### config.mk
export PLATFORM = sky130hd
export DESIGN_NAME = pfla_addr_check
export DESIGN_NICKNAME = d
export VERILOG_FILES = /design/src/design/pfla_pkg.sv /design/src/design/pfla_addr_check.sv
export SDC_FILE = /design/constraint.sdc
export NUM_CORES = 1
export LEC_CHECK = 0
export ABC_CLOCK_PERIOD_IN_PS = 7400
export CELL_PAD_IN_SITES_DETAIL_PLACEMENT = 0
export CELL_PAD_IN_SITES_GLOBAL_PLACEMENT = 1
export CORE_UTILIZATION = 50
export DETAILED_ROUTE_END_ITERATION = 10
export DONT_BUFFER_PORTS = 1
export GPL_TIMING_DRIVEN = 1
export PLACE_DENSITY_LB_ADDON = 0.1
export SETUP_SLACK_MARGIN = 0.05
export SLEW_MARGIN = 10
export SYNTH_ARGS = -nofsm -noshare
export SYNTH_HDL_FRONTEND = slang
export SYNTH_SLANG_ARGS = --single-unit
export TNS_END_PERCENT = 10
### constraint.sdc
create_clock -name vclk -period 7.4
set_clock_uncertainty 0.2 [all_clocks]
set_input_delay 0.37 -clock vclk [all_inputs]
set_output_delay 0.37 -clock vclk [all_outputs]
set_load 0.03 [all_outputs]
### src/design/pfla_pkg.sv
// Shared types and constants for the page free list allocator.
package pfla_pkg;

  // Geometry of the managed region
  localparam int MaxPages  = 4096;
  localparam int PageSize  = 4096;
  localparam int AddrW     = 48;
  localparam int IdxW      = $clog2(MaxPages);
  localparam int CountW    = $clog2(MaxPages + 1);
  localparam int PageShift = $clog2(PageSize);
  localparam int IdxHiW    = AddrW - PageShift;

  // Configuration port geometry
  localparam int ApbAddrW = 4;
  localparam int ApbDataW = 64;

  // Register reset values
  localparam logic [AddrW-1:0]  RegionBaseReset = '0;
  localparam logic [CountW-1:0] PageCountReset  = CountW'(MaxPages);

  // Request function codes
  localparam logic FuncAlloc = 1'b0;
  localparam logic FuncFree  = 1'b1;

  // Register index as decoded from paddr
  localparam logic RegRegionBase = 1'b0;
  localparam logic RegPageCount  = 1'b1;

  typedef enum logic [2:0] {
    ST_OK         = 3'd0,
    ST_EMPTY      = 3'd1,
    ST_MISALIGNED = 3'd2,
    ST_RANGE      = 3'd3,
    ST_DOUBLE     = 3'd4
  } status_e;

  typedef enum logic {
    FSM_IDLE,
    FSM_EXEC
  } fsm_e;

  // One entry of the link memory
  typedef struct packed {
    logic            alloc;
    logic [IdxW-1:0] link;
  } link_entry_t;

  // Result of the free address check
  typedef struct packed {
    status_e         status;
    logic [IdxW-1:0] page;
  } chk_t;

  // Clamp a page count to the number of pages the memory holds
  function automatic logic [CountW-1:0] clamp_count(input logic [CountW-1:0] cnt);
    logic [CountW-1:0] max_c;
    max_c = CountW'(MaxPages);
    return (cnt > max_c) ? max_c : cnt;
  endfunction

endpackage

### src/design/pfla_addr_check.sv
// Alignment and range check of a free address, and its page index.
module pfla_addr_check (
  input  logic [pfla_pkg::AddrW-1:0]  addr_i,
  input  logic [pfla_pkg::AddrW-1:0]  region_base_i,
  input  logic [pfla_pkg::CountW-1:0] eff_count_i,
  output pfla_pkg::chk_t              chk_o
);
  import pfla_pkg::*;

  logic [AddrW-1:0]  diff;
  logic [IdxHiW-1:0] idx_hi;
  logic              below;
  logic              misaligned;
  logic              beyond;

  // Offset into the region, in pages
  assign diff       = addr_i - region_base_i;
  assign idx_hi     = diff[AddrW-1:PageShift];
  assign below      = addr_i < region_base_i;
  assign misaligned = addr_i[PageShift-1:0] != '0;
  assign beyond     = idx_hi >= IdxHiW'(eff_count_i);

  // Misalignment takes priority over range
  always_comb begin
    chk_o.page = idx_hi[IdxW-1:0];
    if (misaligned) begin
      chk_o.status = ST_MISALIGNED;
    end else if (below || beyond) begin
      chk_o.status = ST_RANGE;
    end else begin
      chk_o.status = ST_OK;
    end
  end

endmodule

==> out/qor.yml, run 1 <==
status: "completed"
rsz0062_at_grt: "no"
hpwl_um: 8947
grt_max_degree: 13
worstSetupStartpointType: "input pin"
start_util_pct: 52.12
avgSynthCellArea_um2: 6.314
p_per_area_nw_per_um2: 99.82
arrival_ns: 5.04
setup_violations: 0
path_class: "input pin to output port"
first_iter_violations: 264
yosys.area.top_type: "ha_1"
synthCells: 564
slew_viol_final: 0
fmax_ghz: 0.1782
worst_slew_pin_slew_ns: 0.9013
synth_warnings: 0
yosys.area.top_type_share_pct: 21.08
grt_pass1_vias: 3379
grt.overflow.total: 0
netlist_area_um2: 3561
post_cts_buffers: 0
drt-total-wl_um: 10400
ios: 124
ys_seq_area_share_pct: 0
stdcell_area_um2: 3598
end_kind: "output port"
maxCapViolations: 0
hp-class: "input pin to output port"
place_area_um2: 3598
crit_required_ns: 6.83
hold_end: "chk_o[10]"
fin_util_pct: 52.67
fin_crit_sh_pct: 75.85
synthTopCellsByArea: "ha_1 21%, a21oi_1 8.6%, inv_1 7.6%, nand2_1 5.8%, nor2_1 5.3%"
crit_path_max_fanout: 5
first_pass_iters: 4
n_sequential_cell: 0
tns_ns: 0
power_leakage_nw: 1.657
grt_usage_pct: 26.54
grt_pass1_wl_um: 16110
cts_hold_buf: 0
die_area_um2: 7463
min_from: "addr_i[22]"
period_minus_slack_ns: 5.613
ir_drop_uv: 81.47
finalNonFillerCells: 641
num_rows: 30
dp_cells: 641
viasPerCell: 6.251
wl_per_cell_um: 16.23
vias: 4007
final_nets: 716
slew_headroom_pct: 39.48
hold_viol_final: 0
drc: 0
clkbuf_count: 0
core_um2: 6832
ant_nets: 0
ctsResizeCount: 0
place.gp.congestion: 0.9036
hold_depth: 2
drive_gt1_share_pct: 2.569
area_delta_synth_final_pct: 1.054
diodes: 0
synth.net_count: 733
port_buffers: 0
register_area_um2: 0
antenna_found_initial: 1
die_y_um: 86.39
die_w_um: 86.39
synth_cell_types: 63
## metal layers
layer / vias to the layer above / wire, um / track usage [%]
li1: 2027 / - / -
met1: 1804 / 5423 / 42.31
met2: 169 / 4259 / 40.26
met3: 7 / 643 / 1.143
met4: 0 / 75 / 2.121
met5: - / 0 / 0
## final cells by class
type	count	area [um2]
Fill cell	733	3233
Inverter	72	270.3
Multi-Input combinational cell	473	3208
Tap cell	96	120.1
## how the worst max path moves through the flow
stage,endpoint,slack (ns),startpoint,cells past startpoint
detailed placement,chk_o[12],1.87,region_base_i[6],20
global placement,chk_o[12],1.94,region_base_i[6],19
CTS,chk_o[12],1.85,region_base_i[6],20
global route,chk_o[12],1.45,region_base_i[6],20
floorplan,chk_o[12],2.41,region_base_i[11],20
finish,chk_o[12],1.79,region_base_i[6],20
## placed cells by master (no fill, tap or decap), types with 10 or more instances in the layout
cell type / count
a211oi_1: 14
a21o_1: 14
a21oi_1: 61
ha_1: 60
inv_1: 72
nand2_1: 55
nand4_1: 20
nor2_1: 50
nor3_1: 10
o211ai_1: 12
o21ai_0: 34
xnor2_1: 10
## cell families (layout without fill, tap and decap cells)
| logic type | count (synthesis) | in the layout | synth area share, % |
|---|---|---|---|
| mux | 4 | 4 | 1.160 |
| fa+ha+maj | 60 | 60 | 21.08 |
| buf+inv | 91 | 72 | 9.908 |
| simple gates | 184 | 184 | 24.91 |
| other cells | 1 | 1 | 0.1053 |
| compound gates | 205 | 205 | 38.16 |
| xor+xnor | 19 | 19 | 4.673 |
## critical path, cell delays in order
cell and delay, ns:
inv_1 0.02, ha_1 0.36, and3_4 0.25, nand4_1 0.10
o21ai_0 0.33, o21a_1 0.22, nor2_1 0.08, o21ai_0 0.20
xor2_1 0.62, ha_1 0.36, o21ai_0 0.07, nand2b_1 0.07
a211oi_1 0.23, nor2_1 0.07, a211oi_1 0.24, o211ai_1 0.13
a2111oi_0 0.44, nand4_1 0.17, nor4_2 0.40, a21oi_1 0.30
## through the flow
step	hold WS, ns	setup WS (ns)	power (W)
floorplan	0.7640	2.413	0.0002834
global placement	0.9907	1.945	0.0003502
detailed placement	0.9802	1.873	0.0003514
CTS	0.9809	1.852	0.0003542
global route	0.9790	1.446	0.0003990
finish	0.9826	1.787	0.0003592
## cell usage after synthesis, types with 7 or more instances
| library cell | instances |
|---|---|
| nand4_1 | 20 |
| nand3_1 | 9 |
| inv_1 | 72 |
| nand2b_1 | 9 |
| a211oi_1 | 14 |
| o211ai_1 | 12 |
| a21o_1 | 14 |
| xor2_1 | 9 |
| clkbuf_1 | 14 |
| nand2_1 | 55 |
| a21oi_1 | 61 |
| nor3_1 | 10 |
| nor2_1 | 50 |
| a31oi_1 | 7 |
| ha_1 | 60 |
| o21ai_0 | 34 |
| xnor2_1 | 10 |
| o21a_1 | 9 |
## power by group
| part | switching (W) | internal, W | total (W) |
|---|---|---|---|
| clock | 0 | 0 | 0 |
| combinational | 0.000236 | 0.000124 | 0.000359 |
| sequential | 0 | 0 | 0 |
(Power assumes the default switching activity.)
==> run 2: changes to the inputs <==
--- a/config.mk
+++ b/config.mk
@@ -5,10 +5,10 @@
 export SDC_FILE = /design/constraint.sdc
 export NUM_CORES = 1
 export LEC_CHECK = 0
-export ABC_CLOCK_PERIOD_IN_PS = 7400
+export ABC_CLOCK_PERIOD_IN_PS = 5650
 export CELL_PAD_IN_SITES_DETAIL_PLACEMENT = 0
 export CELL_PAD_IN_SITES_GLOBAL_PLACEMENT = 1
-export CORE_UTILIZATION = 50
+export CORE_UTILIZATION = 46
 export DETAILED_ROUTE_END_ITERATION = 10
 export DONT_BUFFER_PORTS = 1
 export GPL_TIMING_DRIVEN = 1
==> constraint.sdc (replaced) <==
create_clock -name vclk -period 5.65
set_clock_uncertainty 0.2 [all_clocks]
set_input_delay 0.2825 -clock vclk [all_inputs]
set_output_delay 0.2825 -clock vclk [all_outputs]
set_load 0.03 [all_outputs]
==> run 2 against run 1 <==
  * Sequential cell count stayed put
  * Power is 37% higher
  * Critical path type unchanged
  * Clock-buffer cell count stayed put
  * Largest power group unchanged
  * Worst hold slack worse by 0.25 ns
==> out/qor.yml, run 2 (synthesized netlist as in run 1, its figures left out) <==
crit_path_max_fanout: 7
path_class: "input pin to output port"
ant_nets: 0
start_util_pct: 48.32
slew_headroom_pct: 45.81
first_pass_iters: 6
hpwl_um: 8976
drc: 0
die_area_um2: 8097
arrival_ns: 4.70
hp-class: "input pin to output port"
core_um2: 7370
layout_commonest_cell: "inv_1"
port_buffers: 0
worst_slew_pin_slew_ns: 0.8071
grt_usage_pct: 25.04
final_nets: 724
ir_drop_uv: 94.24
register_area_um2: 0
n_sequential_cell: 0
maxCapViolations: 0
status: "completed"
vias: 4014
die_w_um: 89.99
slew_viol_final: 0
hold_viol_final: 0
ios: 124
tns_ns: 0
drive_gt1_share_pct: 5.063
finalNonFillerCells: 652
grt_pass1_wl_um: 17350
cp-startpoint: "region_base_i[17]"
area_delta_synth_final_pct: 3.900
rsz0062_at_grt: "no"
viasPerCell: 6.156
place.gp.congestion: 0.9372
wl_per_cell_um: 16.02
diodes: 0
p_per_area_nw_per_um2: 133.4
power_leakage_nw: 1.720
num_rows: 31
fmax_ghz: 0.1930
fin_crit_sh_pct: 91.69
grt_max_degree: 13
dp_cells: 651
layout_common_cells: "72 x inv_1, 60 x ha_1, 59 x a21oi_1, 54 x nand2_1, 49 x nor2_1"
fillers: 793
drt-total-wl_um: 10440
antenna_found_initial: 0
setup_violations: 0
grt_pass1_vias: 3579
clkbuf_count: 0
grt.overflow.total: 0
cp-endpoint: "chk_o[13]"
period_minus_slack_ns: 5.180
first_iter_violations: 246
end_kind: "output port"
crit_required_ns: 5.17
worstSetupStartpointType: "input pin"
die_y_um: 89.99
multi_input_area_um2: 3246
==> run 2: worst min path at each step <==
| stage | start | endpoint | slack, ns | cells past startpoint |
|---|---|---|---|---|
| after floorplan | addr_i[5] | chk_o[12] | 0.59 | 3 |
| after global placement | addr_i[5] | chk_o[12] | 0.78 | 3 |
| after detailed placement | addr_i[5] | chk_o[12] | 0.78 | 3 |
| after CTS | addr_i[5] | chk_o[12] | 0.78 | 3 |
| after global routing | addr_i[5] | chk_o[12] | 0.74 | 3 |
| final | addr_i[5] | chk_o[12] | 0.74 | 3 |
==> run 2: area by class of cell <==
type,count,share of cell area (%)
Multi-Input combinational cell,473,87.72
Inverter,72,7.305
Tap cell,99,3.348
Timing Repair Buffer,8,1.623
==> run 2: report_power, final <==
group          internal (W)  switching [W]
combinational      0.000180       0.000314
clock                     0              0
sequential                0              0
total              0.000180       0.000314
==> run 2: critical path, stage by stage <==
cell       delay, ns
inv_1           0.02
ha_1            0.43
nand4_1         0.25
nor3_1          0.33
and3_1          0.21
a41o_1          0.12
nor2_1          0.10
xnor2_2         0.26
ha_1            0.28
or4_1           0.49
a21oi_1         0.19
o311ai_1        0.17
a211oi_1        0.23
o211ai_1        0.13
a2111oi_1       0.40
nand4_1         0.21
nor4_4          0.38
nand2_2         0.19
==> run 2: through the flow <==
step / utilization (%) / setup WS, ns / hold slack, ns / power, W / area [um2]
after global routing: 50.20 / 0.08666 / 0.7428 / 0.0005479 / 3700
after global placement: 49.59 / 0.4425 / 0.7809 / 0.0004735 / 3655
final: 50.20 / 0.4695 / 0.7352 / 0.0004936 / 3700
after detailed placement: 49.59 / 0.3538 / 0.7835 / 0.0004765 / 3655
after CTS: 49.59 / 0.3348 / 0.7830 / 0.0004801 / 3655
after floorplan: - / 0.8381 / 0.5890 / 0.0003712 / 3561
==> run 2: metal layers <==
metal  part of all wire [%]  up-vias  GRT usage [%]
li1                       -     2052              -
met1                     53     1797          40.55
met2                     41      163          37.31
met3                    6.0        2          1.354
met4                  0.077        0          1.210
met5                      0        -              0
==> run 2: what timing repair did <==
action,4_1_cts,5_1_grt
gates resized for setup,0,8
endpoints found under the hold margin,0,0
hold buffers,0,0
endpoints found under the setup margin,0,2
buffers inserted,0,1
==> run 3: changes to the inputs <==
--- a/config.mk
+++ b/config.mk
@@ -8,6 +8,7 @@
 export ABC_CLOCK_PERIOD_IN_PS = 5650
 export CELL_PAD_IN_SITES_DETAIL_PLACEMENT = 0
 export CELL_PAD_IN_SITES_GLOBAL_PLACEMENT = 1
+export CORE_ASPECT_RATIO = 0.75
 export CORE_UTILIZATION = 46
 export DETAILED_ROUTE_END_ITERATION = 10
 export DONT_BUFFER_PORTS = 1
==> run 3 against run 2 <==
  * Critical path depth did not move
  * Final area decreased by 0.61%
  * Worst hold slack worse by 0.13 ns
  * Clock-buffer cell count is the same
  * Die area about the same
  * Global-route usage is 0.063 points higher
==> out/qor.yml, run 3 (synthesized netlist as in run 1, its figures left out) <==
status: "completed"
wl_per_cell_um: 16.48
grt_max_degree: 13
ir_drop_uv: 76.65
fmax_ghz: 0.1841
p_total_w: 0.0004952
p_per_area_nw_per_um2: 134.7
slowest_stage: "a2111oi_0"
die_area_um2: 8101
ctsResizeCount: 0
drt-total-wl_um: 10780
grt_pass1_wl_um: 17190
area_delta_synth_final_pct: 3.268
arrival_ns: 4.95
first_iter_violations: 272
hpwl_um: 9401
start_util_pct: 47.91
power_leakage_nw: 1.702
ios: 124
grt_pass1_vias: 3532
grt_usage_pct: 25.11
tns_ns: 0
layout_common_cells: "72 x inv_1, 61 x a21oi_1, 60 x ha_1, 55 x nand2_1, 50 x nor2_1"
path_cells: "inv_1, ha_1, nand4_1, nor3_2, and3_1, a41o_1, nor2_1, xnor2_1, ha_1, or4_1, a21oi_1, o311ai_1, a211oi_1, o211ai_1, a2111oi_0, nand4_1, nor4_2, a21oi_1"
hold_viol_final: 0
slowest_delay_ns: 0.51
setup_violations: 0
pre_cts_ws_ns: 0.2534
worst_slew_pin_slew_ns: 0.8708
slew_headroom_pct: 41.53
core_um2: 7432
n_sequential_cell: 0
die_y_um: 78.20
layout_commonest_cell: "inv_1"
antenna_found_initial: 0
diodes: 0
rsz0062_at_grt: "yes"
place.gp.congestion: 0.9303
slew_viol_final: 0
viasPerCell: 6.182
path_class: "input pin to output port"
drc: 0
first_pass_iters: 5
ant_nets: 0
cts_hold_buf: 0
worstSetupStartpointType: "input pin"
maxCapViolations: 0
crit_path_max_fanout: 7
setup_ws_ns: 0.2173
port_buffers: 0
post_cts_buffers: 0
fin_crit_sh_pct: 96.15
vias: 4043
fillers: 822
drive_gt1_share_pct: 4.340
die_w_um: 103.6
crit_required_ns: 5.17
num_rows: 27
final_nets: 724
register_area_um2: 0
hp-class: "input pin to output port"
period_minus_slack_ns: 5.433
hold_depth: 3
grt.overflow.total: 0
end_kind: "output port"
clkbuf_count: 0
-- run 3: critical path, delay by kind of cell --
kind	cells	cell delay, ns
compound gates	7	1.58
fa+ha+maj	2	0.78
xor+xnor	1	0.33
simple gates	7	1.95
buf+inv	1	0.02
-- run 3: path summary, 6_finish.rpt --
check,from,end,slack (ns)
min,addr_i[5],chk_o[12],0.61
max,region_base_i[17],chk_o[12],0.22
-- run 3: final cells by class --
cell class / instances / area, um2 / share of cell area (%)
inverter: 72 / 270.3 / 7.349
multi-input combinational: 473 / 3221 / 87.58
tap: 101 / 126.4 / 3.437
timing repair buffer: 8 / 60.06 / 1.633
-- run 3: layer usage --
layer	global-route usage, %	vias up	wire [um]
met2	37.38	170	4219
met5	0	-	0
li1	-	2043	-
met4	0	0	0
met1	40.84	1830	5870
met3	0.9967	0	686
-- run 3: through the flow --
stage / instance area (um2) / util, % / cells / hold WS, ns
floorplan: 3561 / - / 564 / 0.5890
global placement: 3665 / 49.31 / 654 / 0.6090
detailed placement: 3665 / 49.31 / 654 / 0.6189
CTS: 3665 / 49.31 / 654 / 0.6169
global route: 3677 / 49.48 / 654 / 0.6428
finish: 3677 / 49.48 / 654 / 0.6097
-- run 3: power by group --
group	total [W]	internal, W	leakage (nW)	switching [W]
Sequential	0	0	0	0
Clock	0	0	0	0
Combinational	0.000495	0.000178	1.70	0.000317
Total	0.000495	0.000178	1.70	0.000317
